$ cat config.mk
export PLATFORM = sky130hd
export DESIGN_NAME = sliding_window_median_flat
export DESIGN_NICKNAME = d
export VERILOG_FILES = /design/src/sv/swm_pkg.sv /design/src/sv/swm_if.sv /design/src/sv/swm_ram.sv /design/src/sv/sliding_window_median.sv /design/src/flat_wrapper.sv
export SDC_FILE = /design/constraint.sdc
export NUM_CORES = 1
export LEC_CHECK = 0
export BUFFER_PORTS_ARGS = -buffer_cell sky130_fd_sc_hd__buf_4
export CAP_MARGIN = 5
export CORE_UTILIZATION = 30
export DETAILED_ROUTE_END_ITERATION = 12
export GPL_ROUTABILITY_DRIVEN = 0
export GPL_TIMING_DRIVEN = 1
export HOLD_SLACK_MARGIN = 0.06
export PLACE_DENSITY = 0.53
export SLEW_MARGIN = 25
export SYNTH_ARGS = -nofsm -noshare
export SYNTH_HDL_FRONTEND = slang
export SYNTH_HIERARCHICAL = 1
export SYNTH_SLANG_ARGS = --single-unit
$ cat constraint.sdc
create_clock -name clk -period 6.38 [get_ports clk]
set_clock_uncertainty 0.15 [all_clocks]
set_input_delay 0.957 -clock clk [delete_from_list [all_inputs] [get_ports clk]]
set_output_delay 0.957 -clock clk [all_outputs]
set_load 0.1 [all_outputs]
$ cat src/sv/swm_pkg.sv
// swm_pkg: shared types and constants for the sliding window median block
// no dependencies; used by the channel interfaces, sliding_window_median and the testbench
`default_nettype none

package swm_pkg;

    localparam int STAMP_W = 32;

    typedef logic [STAMP_W-1:0] stamp_t;

endpackage : swm_pkg

`default_nettype wire

$ cat src/sv/swm_if.sv
// swm_if: valid/ready channel interfaces for stamps in and medians out
// depends on swm_pkg for the stamp type
`default_nettype none

interface swm_stamp_if;
    logic            valid;
    logic            ready;
    swm_pkg::stamp_t stamp;

    modport source (output valid, output stamp, input ready);
    modport sink   (input valid, input stamp, output ready);
endinterface : swm_stamp_if

interface swm_median_if;
    logic            valid;
    logic            ready;
    swm_pkg::stamp_t median_stamp;

    modport source (output valid, output median_stamp, input ready);
    modport sink   (input valid, input median_stamp, output ready);
endinterface : swm_median_if

`default_nettype wire

$ cat src/sv/swm_ram.sv
// swm_ram: simple dual port synchronous ram, one write and one registered read
// no package dependencies
`default_nettype none

module swm_ram #(
    parameter int DEPTH = 11,
    parameter int AW    = 4,
    parameter int DW    = 36
) (
    input  wire logic          clk,
    input  wire logic          wr_en,
    input  wire logic [AW-1:0] wr_addr,
    input  wire logic [DW-1:0] wr_data,
    input  wire logic          rd_en,
    input  wire logic [AW-1:0] rd_addr,
    output logic      [DW-1:0] rd_data
);

    logic [DW-1:0] mem [DEPTH];

    always_ff @(posedge clk)
    begin
        if (wr_en)
        begin
            mem[wr_addr] <= wr_data;
        end
    end

    // registered read: data is valid in the cycle after the address
    always_ff @(posedge clk)
    begin
        if (rd_en)
        begin
            rd_data <= mem[rd_addr];
        end
    end

endmodule : swm_ram

`default_nettype wire

$ cat src/sv/sliding_window_median.sv
// sliding_window_median: running median over the last WINDOW stamps
// depends on swm_pkg, swm_if (channel interfaces) and swm_ram
//
//   channel     dir   payload              handshake
//   stamp_ch    in    stamp[31:0]          valid/ready, taken when both high
//   median_ch   out   median_stamp[31:0]   valid/ready, taken when both high
//
// one item in, one median out; items are processed one at a time
// each item passes through the accept state, a fetch of the evicted stamp when
// the window is full, a sweep over every stored stamp and a write-back of the
// new entry, in that order, as the single read port of the history ram demands
// each ram entry holds a stamp and its rank in the window; ranks are updated
// in one read-modify-write sweep, and the entry whose new rank is count/2 is
// the median (the new stamp itself if no stored one matches)
// reset (rst_n, async low) empties the window; ram contents need no clearing
// the finished median sits in an output register; a new item is accepted
// while it waits, and the next pass holds at its end until the register frees
`default_nettype none

module sliding_window_median #(
    parameter int WINDOW = 11
) (
    input  wire logic    clk,
    input  wire logic    rst_n,
    swm_stamp_if.sink    stamp_ch,
    swm_median_if.source median_ch
);

    localparam int CW = $clog2(WINDOW + 1);
    localparam int AW = (WINDOW > 1) ? $clog2(WINDOW) : 1;
    localparam int DW = CW + swm_pkg::STAMP_W;

    localparam logic [CW-1:0] WIN_CNT  = CW'(WINDOW);
    localparam logic [CW-1:0] WIN_LAST = CW'(WINDOW - 1);

    // sequencer state codes
    localparam logic [2:0] ST_IDLE   = 3'd0;
    localparam logic [2:0] ST_OLD    = 3'd1;  // evicted stamp arriving from ram
    localparam logic [2:0] ST_SWEEP  = 3'd2;  // rank update pass
    localparam logic [2:0] ST_FINISH = 3'd3;  // write new entry, advance ring
    localparam logic [2:0] ST_WAIT   = 3'd4;  // median waits for output register

    logic [2:0]      state_reg, state_next;
    logic [CW-1:0]   fill_reg, fill_next;
    logic [CW-1:0]   oldest_reg, oldest_next;
    logic [CW-1:0]   k_reg, k_next;
    logic [CW-1:0]   rank_x_reg, rank_x_next;
    swm_pkg::stamp_t x_reg, x_next;
    swm_pkg::stamp_t y_reg, y_next;
    swm_pkg::stamp_t med_reg, med_next;
    logic            found_reg, found_next;
    logic            out_valid_reg, out_valid_next;
    swm_pkg::stamp_t out_data_reg, out_data_next;

    // ram ports
    logic            wr_en;
    logic [AW-1:0]   wr_addr;
    logic [DW-1:0]   wr_data;
    logic            rd_en;
    logic [AW-1:0]   rd_addr;
    logic [DW-1:0]   rd_data;

    // sweep datapath
    swm_pkg::stamp_t rd_value;
    logic [CW-1:0]   rd_rank;
    logic            full;
    logic            skip;
    logic            dec;
    logic            inc;
    logic [CW-1:0]   rank_new;
    logic [CW-1:0]   n_new;
    logic [CW-1:0]   half;
    logic            out_free;
    logic            accept;
    logic            last;

    assign full     = (fill_reg == WIN_CNT);
    assign rd_value = rd_data[swm_pkg::STAMP_W-1:0];
    assign rd_rank  = rd_data[DW-1:swm_pkg::STAMP_W];
    assign skip     = full && (k_reg[AW-1:0] == oldest_reg[AW-1:0]);
    // the evicted stamp is oldest, so it sorts first among equal values
    assign dec      = full && (y_reg <= rd_value);
    // the new stamp is newest, so it sorts last among equal values
    assign inc      = (x_reg < rd_value);
    assign rank_new = rd_rank - CW'(dec) + CW'(inc);
    assign n_new    = full ? WIN_CNT : (fill_reg + CW'(1));
    assign half     = n_new >> 1;
    assign last     = (k_reg == (fill_reg - CW'(1)));

    assign out_free       = !out_valid_reg || median_ch.ready;
    assign stamp_ch.ready = (state_reg == ST_IDLE);
    assign accept         = stamp_ch.valid && stamp_ch.ready;

    assign median_ch.valid        = out_valid_reg;
    assign median_ch.median_stamp = out_data_reg;

    // read address: evicted slot first when full, then slots in order
    always_comb
    begin
        rd_en   = 1'b0;
        rd_addr = '0;
        unique case (state_reg)
            ST_IDLE:
            begin
                rd_en   = accept && (fill_reg != '0);
                rd_addr = full ? oldest_reg[AW-1:0] : '0;
            end
            ST_OLD:
            begin
                rd_en   = 1'b1;
                rd_addr = '0;
            end
            ST_SWEEP:
            begin
                rd_en   = !last;
                rd_addr = k_reg[AW-1:0] + AW'(1);
            end
            default:
            begin
                rd_en   = 1'b0;
                rd_addr = '0;
            end
        endcase
    end

    // write port: rank write-back during the sweep, new entry at the end;
    // reads run ahead of write-backs by one slot, so they never collide
    always_comb
    begin
        wr_en   = 1'b0;
        wr_addr = k_reg[AW-1:0];
        wr_data = {rank_new, rd_value};
        if (state_reg == ST_SWEEP)
        begin
            wr_en = !skip;
        end
        else if (state_reg == ST_FINISH)
        begin
            wr_en   = 1'b1;
            wr_addr = oldest_reg[AW-1:0];
            wr_data = {rank_x_reg, x_reg};
        end
    end

    always_comb
    begin
        state_next     = state_reg;
        fill_next      = fill_reg;
        oldest_next    = oldest_reg;
        k_next         = k_reg;
        rank_x_next    = rank_x_reg;
        x_next         = x_reg;
        y_next         = y_reg;
        med_next       = med_reg;
        found_next     = found_reg;
        out_valid_next = out_free ? 1'b0 : out_valid_reg;
        out_data_next  = out_data_reg;

        unique case (state_reg)
            ST_IDLE:
            begin
                if (accept)
                begin
                    x_next      = stamp_ch.stamp;
                    rank_x_next = '0;
                    found_next  = 1'b0;
                    k_next      = '0;
                    if (fill_reg == '0)
                    begin
                        state_next = ST_FINISH;
                    end
                    else if (full)
                    begin
                        state_next = ST_OLD;
                    end
                    else
                    begin
                        state_next = ST_SWEEP;
                    end
                end
            end
            ST_OLD:
            begin
                y_next     = rd_value;
                state_next = ST_SWEEP;
            end
            ST_SWEEP:
            begin
                if (!skip)
                begin
                    rank_x_next = rank_x_reg + CW'(rd_value <= x_reg);
                    if (rank_new == half)
                    begin
                        found_next = 1'b1;
                        med_next   = rd_value;
                    end
                end
                k_next = k_reg + CW'(1);
                if (last)
                begin
                    state_next = ST_FINISH;
                end
            end
            ST_FINISH:
            begin
                oldest_next = (oldest_reg == WIN_LAST) ? '0 : (oldest_reg + CW'(1));
                fill_next   = full ? fill_reg : (fill_reg + CW'(1));
                // no stored stamp landed on the middle rank: the new one did
                if (!found_reg)
                begin
                    med_next = x_reg;
                end
                if (out_free)
                begin
                    out_valid_next = 1'b1;
                    out_data_next  = found_reg ? med_reg : x_reg;
                    state_next     = ST_IDLE;
                end
                else
                begin
                    state_next = ST_WAIT;
                end
            end
            ST_WAIT:
            begin
                if (out_free)
                begin
                    out_valid_next = 1'b1;
                    out_data_next  = med_reg;
                    state_next     = ST_IDLE;
                end
            end
            default:
            begin
                state_next = ST_IDLE;
            end
        endcase
    end

    always_ff @(posedge clk or negedge rst_n)
    begin
        if (!rst_n)
        begin
            state_reg     <= ST_IDLE;
            fill_reg      <= '0;
            oldest_reg    <= '0;
            out_valid_reg <= 1'b0;
        end
        else
        begin
            state_reg     <= state_next;
            fill_reg      <= fill_next;
            oldest_reg    <= oldest_next;
            out_valid_reg <= out_valid_next;
        end
    end

    // payload and per-pass working registers
    always_ff @(posedge clk)
    begin
        k_reg        <= k_next;
        rank_x_reg   <= rank_x_next;
        x_reg        <= x_next;
        y_reg        <= y_next;
        med_reg      <= med_next;
        found_reg    <= found_next;
        out_data_reg <= out_data_next;
    end

    swm_ram #(
        .DEPTH (WINDOW),
        .AW    (AW),
        .DW    (DW)
    ) u_ram (
        .clk     (clk),
        .wr_en   (wr_en),
        .wr_addr (wr_addr),
        .wr_data (wr_data),
        .rd_en   (rd_en),
        .rd_addr (rd_addr),
        .rd_data (rd_data)
    );

    // fill count never passes the window size
    a_fill_range: assert property (@(posedge clk) disable iff (!rst_n)
        fill_reg <= WIN_CNT)
        else $error("fill count beyond window");

    // until the ring wraps, the write slot tracks the fill count
    a_ring_fill: assert property (@(posedge clk) disable iff (!rst_n)
        (fill_reg != WIN_CNT) |-> (oldest_reg == fill_reg))
        else $error("write slot out of step with fill count");

    // the sweep only visits written slots
    a_sweep_range: assert property (@(posedge clk) disable iff (!rst_n)
        (state_reg == ST_SWEEP) |-> (k_reg < fill_reg))
        else $error("sweep beyond stored stamps");

    // each finished pass grows the window by one until it saturates
    a_fill_step: assert property (@(posedge clk) disable iff (!rst_n)
        (state_reg == ST_FINISH) |=>
            ((fill_reg == WIN_CNT) &&
             (($past(fill_reg) == WIN_CNT) || ($past(fill_reg) == WIN_LAST))) ||
            (fill_reg == $past(fill_reg) + CW'(1)))
        else $error("fill count did not advance");

    // no item is taken while a pass is still running
    a_one_item: assert property (@(posedge clk) disable iff (!rst_n)
        (state_reg == ST_SWEEP || state_reg == ST_OLD) |-> !stamp_ch.ready)
        else $error("input ready during a pass");

endmodule : sliding_window_median

`default_nettype wire

$ cat src/flat_wrapper.sv
// flat-port wrapper written by rule: the top's interface ports become plain ports
module sliding_window_median_flat 
#(
    parameter int WINDOW = 11
)
  (clk, rst_n, stamp_ch_valid, stamp_ch_stamp, stamp_ch_ready, median_ch_valid, median_ch_median_stamp, median_ch_ready);
  swm_stamp_if stamp_ch_i ();
  swm_median_if median_ch_i ();
  input  wire logic clk;
  input  wire logic rst_n;
  input wire logic [$bits(stamp_ch_i.valid)-1:0] stamp_ch_valid;
  input wire logic [$bits(stamp_ch_i.stamp)-1:0] stamp_ch_stamp;
  output wire logic [$bits(stamp_ch_i.ready)-1:0] stamp_ch_ready;
  output wire logic [$bits(median_ch_i.valid)-1:0] median_ch_valid;
  output wire logic [$bits(median_ch_i.median_stamp)-1:0] median_ch_median_stamp;
  input wire logic [$bits(median_ch_i.ready)-1:0] median_ch_ready;
  assign stamp_ch_i.valid = stamp_ch_valid;
  assign stamp_ch_i.stamp = stamp_ch_stamp;
  assign stamp_ch_ready = stamp_ch_i.ready;
  assign median_ch_valid = median_ch_i.valid;
  assign median_ch_median_stamp = median_ch_i.median_stamp;
  assign median_ch_i.ready = median_ch_ready;
  sliding_window_median #(.WINDOW(WINDOW)) u_core (.clk(clk), .rst_n(rst_n), .stamp_ch(stamp_ch_i), .median_ch(median_ch_i));
endmodule
Word level (Yosys, flattened, before mapping)
Memory sizes are Yosys's and may differ from the RTL's. A register that Yosys moved wholly into a read port is not among the register bits.
Index checks and enable logic that the tools add are counted.
{"block": "totals", "register_bits": 149, "latchBits": 0, "ram_bits": 396, "mem_bits_ro": 0, "mem_count": 1}
{"block": "classes", "addsub": 7, "multipliers": 0, "div_mod_pow": 0, "order_cmp": 3, "n_eq_ne": 15, "shifts": 0, "muxes": 38, "bitwise_logic": 1, "reduce_logical": 23}
{"name": "u_core.u_ram.mem", "depth": 11, "width": 36, "rd": 1, "rd_clocked_by_memory_dff": 1, "write_ports": 1, "line_no": "swm_ram.sv:19", "text": "logic [DW-1:0] mem [DEPTH];"}
{"op": "2-to-1 mux 32 bit", "count": 5}
{"op": "one-hot mux 32 bit (2 select lines)", "count": 2}
{"op": "2-to-1 mux 36 bit", "count": 2}
{"op": "less-or-equal comparator 32 bit", "count": 2}
{"op": "< comparator 32 bit", "count": 1}
{"op": "2-to-1 mux 4 bit", "count": 7}
{"op": "one-hot mux 4 bit (2 select lines)", "count": 3}
{"op": "2-to-1 mux 3 bit", "count": 5}
{"op": "one-hot mux 3 bit (5 select lines)", "count": 1}
{"op": "adder 4 x 1 -> 4 bit, second input constant", "count": 3}
{"op": "AND reduction 3 bit", "count": 4}
{"op": "2-to-1 mux 1 bit", "count": 10}
{"op": "adder 4 x 1 -> 4 bit", "count": 2}
{"op": "== test 4 bit", "count": 2}
{"op": "== test 4 bit, second input constant", "count": 2}
{"op": "== test 3 x 2 -> 1 bit, second input constant", "count": 2}
{"op": "!= test 2 x 1 -> 1 bit, second input constant", "count": 3}
{"op": "!= test 2 bit, second input constant", "count": 3}
{"op": "AND reduction 2 bit", "count": 3}
{"op": "nonzero test 2 bit", "count": 3}
{"op": "== test 4 x 3 -> 1 bit", "count": 1}
{"op": "logical AND 1 bit", "count": 4}
{"op": "logical NOT 4 bit", "count": 1}
{"op": "AND reduction 4 bit", "count": 1}
{"op": "other kinds (13)", "count": 15}

Logic depth before layout (Yosys ltp)
{"block": "logic_depth", "word_depth": 8, "mapped_depth": 17}

Modules after synthesis
The synthesis kept the hierarchy.
{"module": "swm_ram", "instances": 1, "cells_each": 863, "area_each_um2": 16718.5, "seq_area_each_um2": 12972.4}
{"module": "sliding_window_median", "instances": 1, "cells_each": 713, "area_each_um2": 8264.2, "seq_area_each_um2": 4414.2}

Least setup slack after synthesis
Ideal clock, no wire load.
{"block": "synth_path", "path_kind": "register to register", "startpoint": "register u_core.u_ram.rd_data[14] (read register of u_core.u_ram.mem)", "endpoint": "register u_core.med_reg[0] (enable)", "setup_ns": 0.400, "arrival_ns": 4.562, "t_required_ns": 5.830, "slack_ns": 1.267, "path_stages_with_launch": 17, "path_buffers": 0, "period_less_slack_ns": 5.113, "path_cell_list": "edfxtp_1 -> ha_1 -> nand4_1 -> or2_1 -> a21oi_1 -> or4b_2 -> a211oi_2 -> ha_1 -> inv_1 -> ha_1 -> inv_1 -> fa_1 -> nand2_1 -> nor2_1 -> a21oi_1 -> or4_4 -> a21oi_2"}
{"block": "synth_via", "elab_chain_len": 7, "elab_cells_between_ends": 8}
{"item": "from (decl)", "line_no": "swm_ram.sv:16", "text": "output logic [DW-1:0] rd_data"}
{"item": "less-or-equal comparator 32 bit", "line_no": "sliding_window_median.sv:82", "text": "assign dec = full && (y_reg <= rd_value);"}
{"item": "logical AND 1 bit", "line_no": "sliding_window_median.sv:82"}
{"item": "subtractor 4 x 1 -> 4 bit", "line_no": "sliding_window_median.sv:85", "text": "assign rank_new = rd_rank - CW'(dec) + CW'(inc);"}
{"item": "adder 4 x 1 -> 4 bit *", "line_no": "sliding_window_median.sv:85"}
{"item": "== test 4 x 3 -> 1 bit *", "line_no": "sliding_window_median.sv:192", "text": "if (rank_new == half)"}
{"item": "!= test 2 bit (no source line) *"}
{"item": "AND reduction 3 bit (no source line) *"}
{"item": "to (signal assigned)", "line_no": "sliding_window_median.sv:265", "text": "med_reg <= med_next;"}
{"item": "to (decl)", "line_no": "sliding_window_median.sv:50", "text": "swm_pkg::stamp_t med_reg, med_next;"}
Every way passes the cells marked *; elsewhere a longest branch is shown, timed or not.
A chain may end at the register's enable or synchronous reset.

Final worst setup path
{"block": "layout_path", "startpoint": "register u_core.u_ram.rd_data[14] (read register of u_core.u_ram.mem)", "endpoint": "register u_core.med_reg[13] (enable)"}
Same word-level chain as after synthesis.

==> impl_metrics.yaml <==
yosys:
  synth_seq_area_share_pct: 69.6
  synth-simple-area-share_pct: 4.41
  async_flop_share_pct: 2.07
  syn_avg_cell_area_um2: 15.9
  synthTopCellsByCount: "edfxtp_1, mux2i_1, mux2_2, nand2_1, inv_1"
  syn_nets: 1687
  yosysUniqueCellTypes: 61
  synth_top_family_by_area: "multiplexers"
  synth_top_area_share_pct: 68.4
  syn_area_um2: 25000
  synthMuxAreaShare_pct: 10.6
  yosysMostFrequentCell: "edfxtp_1"
  synth_cells: 1576
  synth.area.top_cells: "edfxtp_1, mux2_2, mux2i_1, ha_1, mux2_1"
  synth_edf_count: 569
  ys_ff_latch: 581
  yosys.area_share.xor_xnor_pct: 0.841
  yosysTopAreaCell: "edfxtp_1"
  yosysWarnings: 6
  synth_compound_area_share_pct: 7.89
  synth-adder-area-share_pct: 3.79
  synth_ff_type: "edfxtp_1"
cells_and_area:
  drive_above_1_share_pct: 20.3
  largest_reg_flops: 396
  fillCellCount: 7840
  multi_input_area_um2: 7030
  reg_top3: "u_core/u_ram/mem (396), u_core/u_ram/rd_data (36)"
  regMostFlops: "u_core/u_ram/mem"
  diodes: 0
  final_nets: 1776
  fin_util_pct: 35.0
  syn2layout_area_growth_pct: 15.1
  regArea_um2: 17400
timing:
  drv_slew: 0
  fmax_ghz: 0.173
  setup_viol: 0
  period_share_pct: 90.6
  slew_headroom_pct: 28.4
  worst_pin_slew_ns: 1.07
  finalSetupTns_ns: 0
  min_period_ns: 5.78
  rsz0062_at_grt: "false"
  hold_viol: 0
clock_tree:
  cts_setup_buffers: 0
  numClockSinks: 581
  cts_buffers: 59
  cts.hold.buffers_added: 1
  cts_resized: 0
  cts_root_buffer: "clkbuf_16"
  cts_buffer_depth: 3
  clk_pin_slew_ns: 0.06
  clk_latency_ns: 0.63
  cts_tree: "yes"
  cts_max_level: 2
placement:
  portBuffers: 69
  dp_hpwl_um: 35400
setup_path:
  reg2reg_depth: 18
  r2r_start: "u_core/u_ram/rd_data[14]"
  required_ns: 6.48
  r2r_slack_ns: 0.60
  crit_fanout: 32
  crit_type: "register to register"
  end_kind: "register"
  cp.arrival_ns: 5.88
  r2r-end: "u_core/med_reg[13]"
  critPathLaunchType: "register"
drt:
  firstDrtPassIters: 4
  vias: 13417
  via_per_inst: 4.82
  wirelength_um: 57700
  wl_per_cell_um: 20.7
  drc: 0
  ant_nets: 0
  drt_iter0_markers: 880
min_path:
  hold_path_depth: 1
  hp-start: "stamp_ch_stamp[23]"
  hp-class: "input port to register"
  min_to: "u_core/x_reg[23]"
floorplan:
  num_rows: 105
  die_w_um: 291
  initial_core_util_pct: 30.4
  die_h_um: 291
  coreArea_um2: 82200
  io-pin-count: 70
  die_area_um2: 84400
global_route:
  antenna_found_initial: 4
  grt_max_degree: 88
  grt_usage_pct: 13.5
  grt_pass1_vias: 13704
  grt_first_pass_wirelength_um: 86800
  globalRoute.totalOverflow: 0
run:
  maxCapViolCount: 0
run_status:
  status: "completed"
==> through the flow <==
step	area (um2)	setup slack (ns)	hold slack [ns]	cells
after floorplan	25000	1.27	0.327	1576
after global placement	26800	0.635	0.338	2673
after detailed placement	26800	0.596	0.346	2673
after CTS	28800	0.586	0.313	2785
after global routing	28800	0.384	0.325	2785
final	28800	0.600	0.359	2785
==> per-layer routing <==
metal / up-vias / global-route usage (%) / share of wire, % / routed length [um]
li1: 6261 / - / - / -
met1: 6793 / 18.2 / 45 / 26100
met2: 281 / 22.7 / 48 / 27600
met3: 80 / 2.00 / 4.5 / 2620
met4: 2 / 3.86 / 2.3 / 1300
met5: - / 0 / 0.023 / 13
==> worst max-delay path, cell delays in order, from the launching register on <==
cell and delay (ns):
edfxtp_1 0.40, inv_1 0.06, ha_1 0.33, nand4_1 0.18
nor4_1 0.92, o21ai_0 0.21, a31oi_1 0.43, o22ai_1 0.17
ha_1 0.29, inv_1 0.07, ha_1 0.16, inv_1 0.06
fa_1 0.58, nand2_1 0.08, nor2_1 0.09, a21oi_1 0.05
or4_4 0.54, a21oi_4 0.15, buf_4 0.43
==> cells in the final DEF (no fill, tap or decap), types with 22 or more instances in the layout <==
cell       count
a22o_1        37
o22ai_1       37
buf_4        105
o21ai_0       22
nand2_1       80
a21oi_1       29
o21ai_1       53
clkbuf_16     59
mux2_2       104
o211ai_1      37
nand2b_1      42
inv_1         75
mux2i_1      105
edfxtp_1     569
mux2_1        38
ha_1          74
==> worst max path at each step <==
stage                             start                  to  slack [ns]  cells after the start
3_3_place_gp   u_core/u_ram/rd_data[14]  u_core/med_reg[10]        0.64                     18
2_1_floorplan  u_core/u_ram/rd_data[14]   u_core/med_reg[0]        1.27                     16
4_1_cts        u_core/u_ram/rd_data[14]   u_core/med_reg[8]        0.59                     18
3_5_place_dp   u_core/u_ram/rd_data[14]   u_core/med_reg[9]        0.60                     18
5_1_grt        u_core/u_ram/rd_data[15]  u_core/med_reg[11]        0.38                     18
6_report       u_core/u_ram/rd_data[14]  u_core/med_reg[13]        0.60                     18
==> cell type report <==
type	count	area share, %
sequential	581	60.5
tap	1070	4.65
clock inverter	41	1.33
timing repair buffer	107	2.85
clock buffer	70	5.28
inverter	76	0.992
multi-input combinational	840	24.5
==> cells by family (layout without fill, tap and decap cells) <==
family / Yosys count / after routing
flip-flops: 581 / 581
AO/OA/AOI/OAI: 284 / 284
multiplexers: 247 / 247
AND/OR/NAND/NOR: 210 / 210
buffers and inverters: 155 / 294
adder cells (fa/ha/maj): 75 / 75
XOR/XNOR: 24 / 24
Power is not shown: default switching activity piles up to over one toggle a cycle in this logic, so the estimate is an artifact.
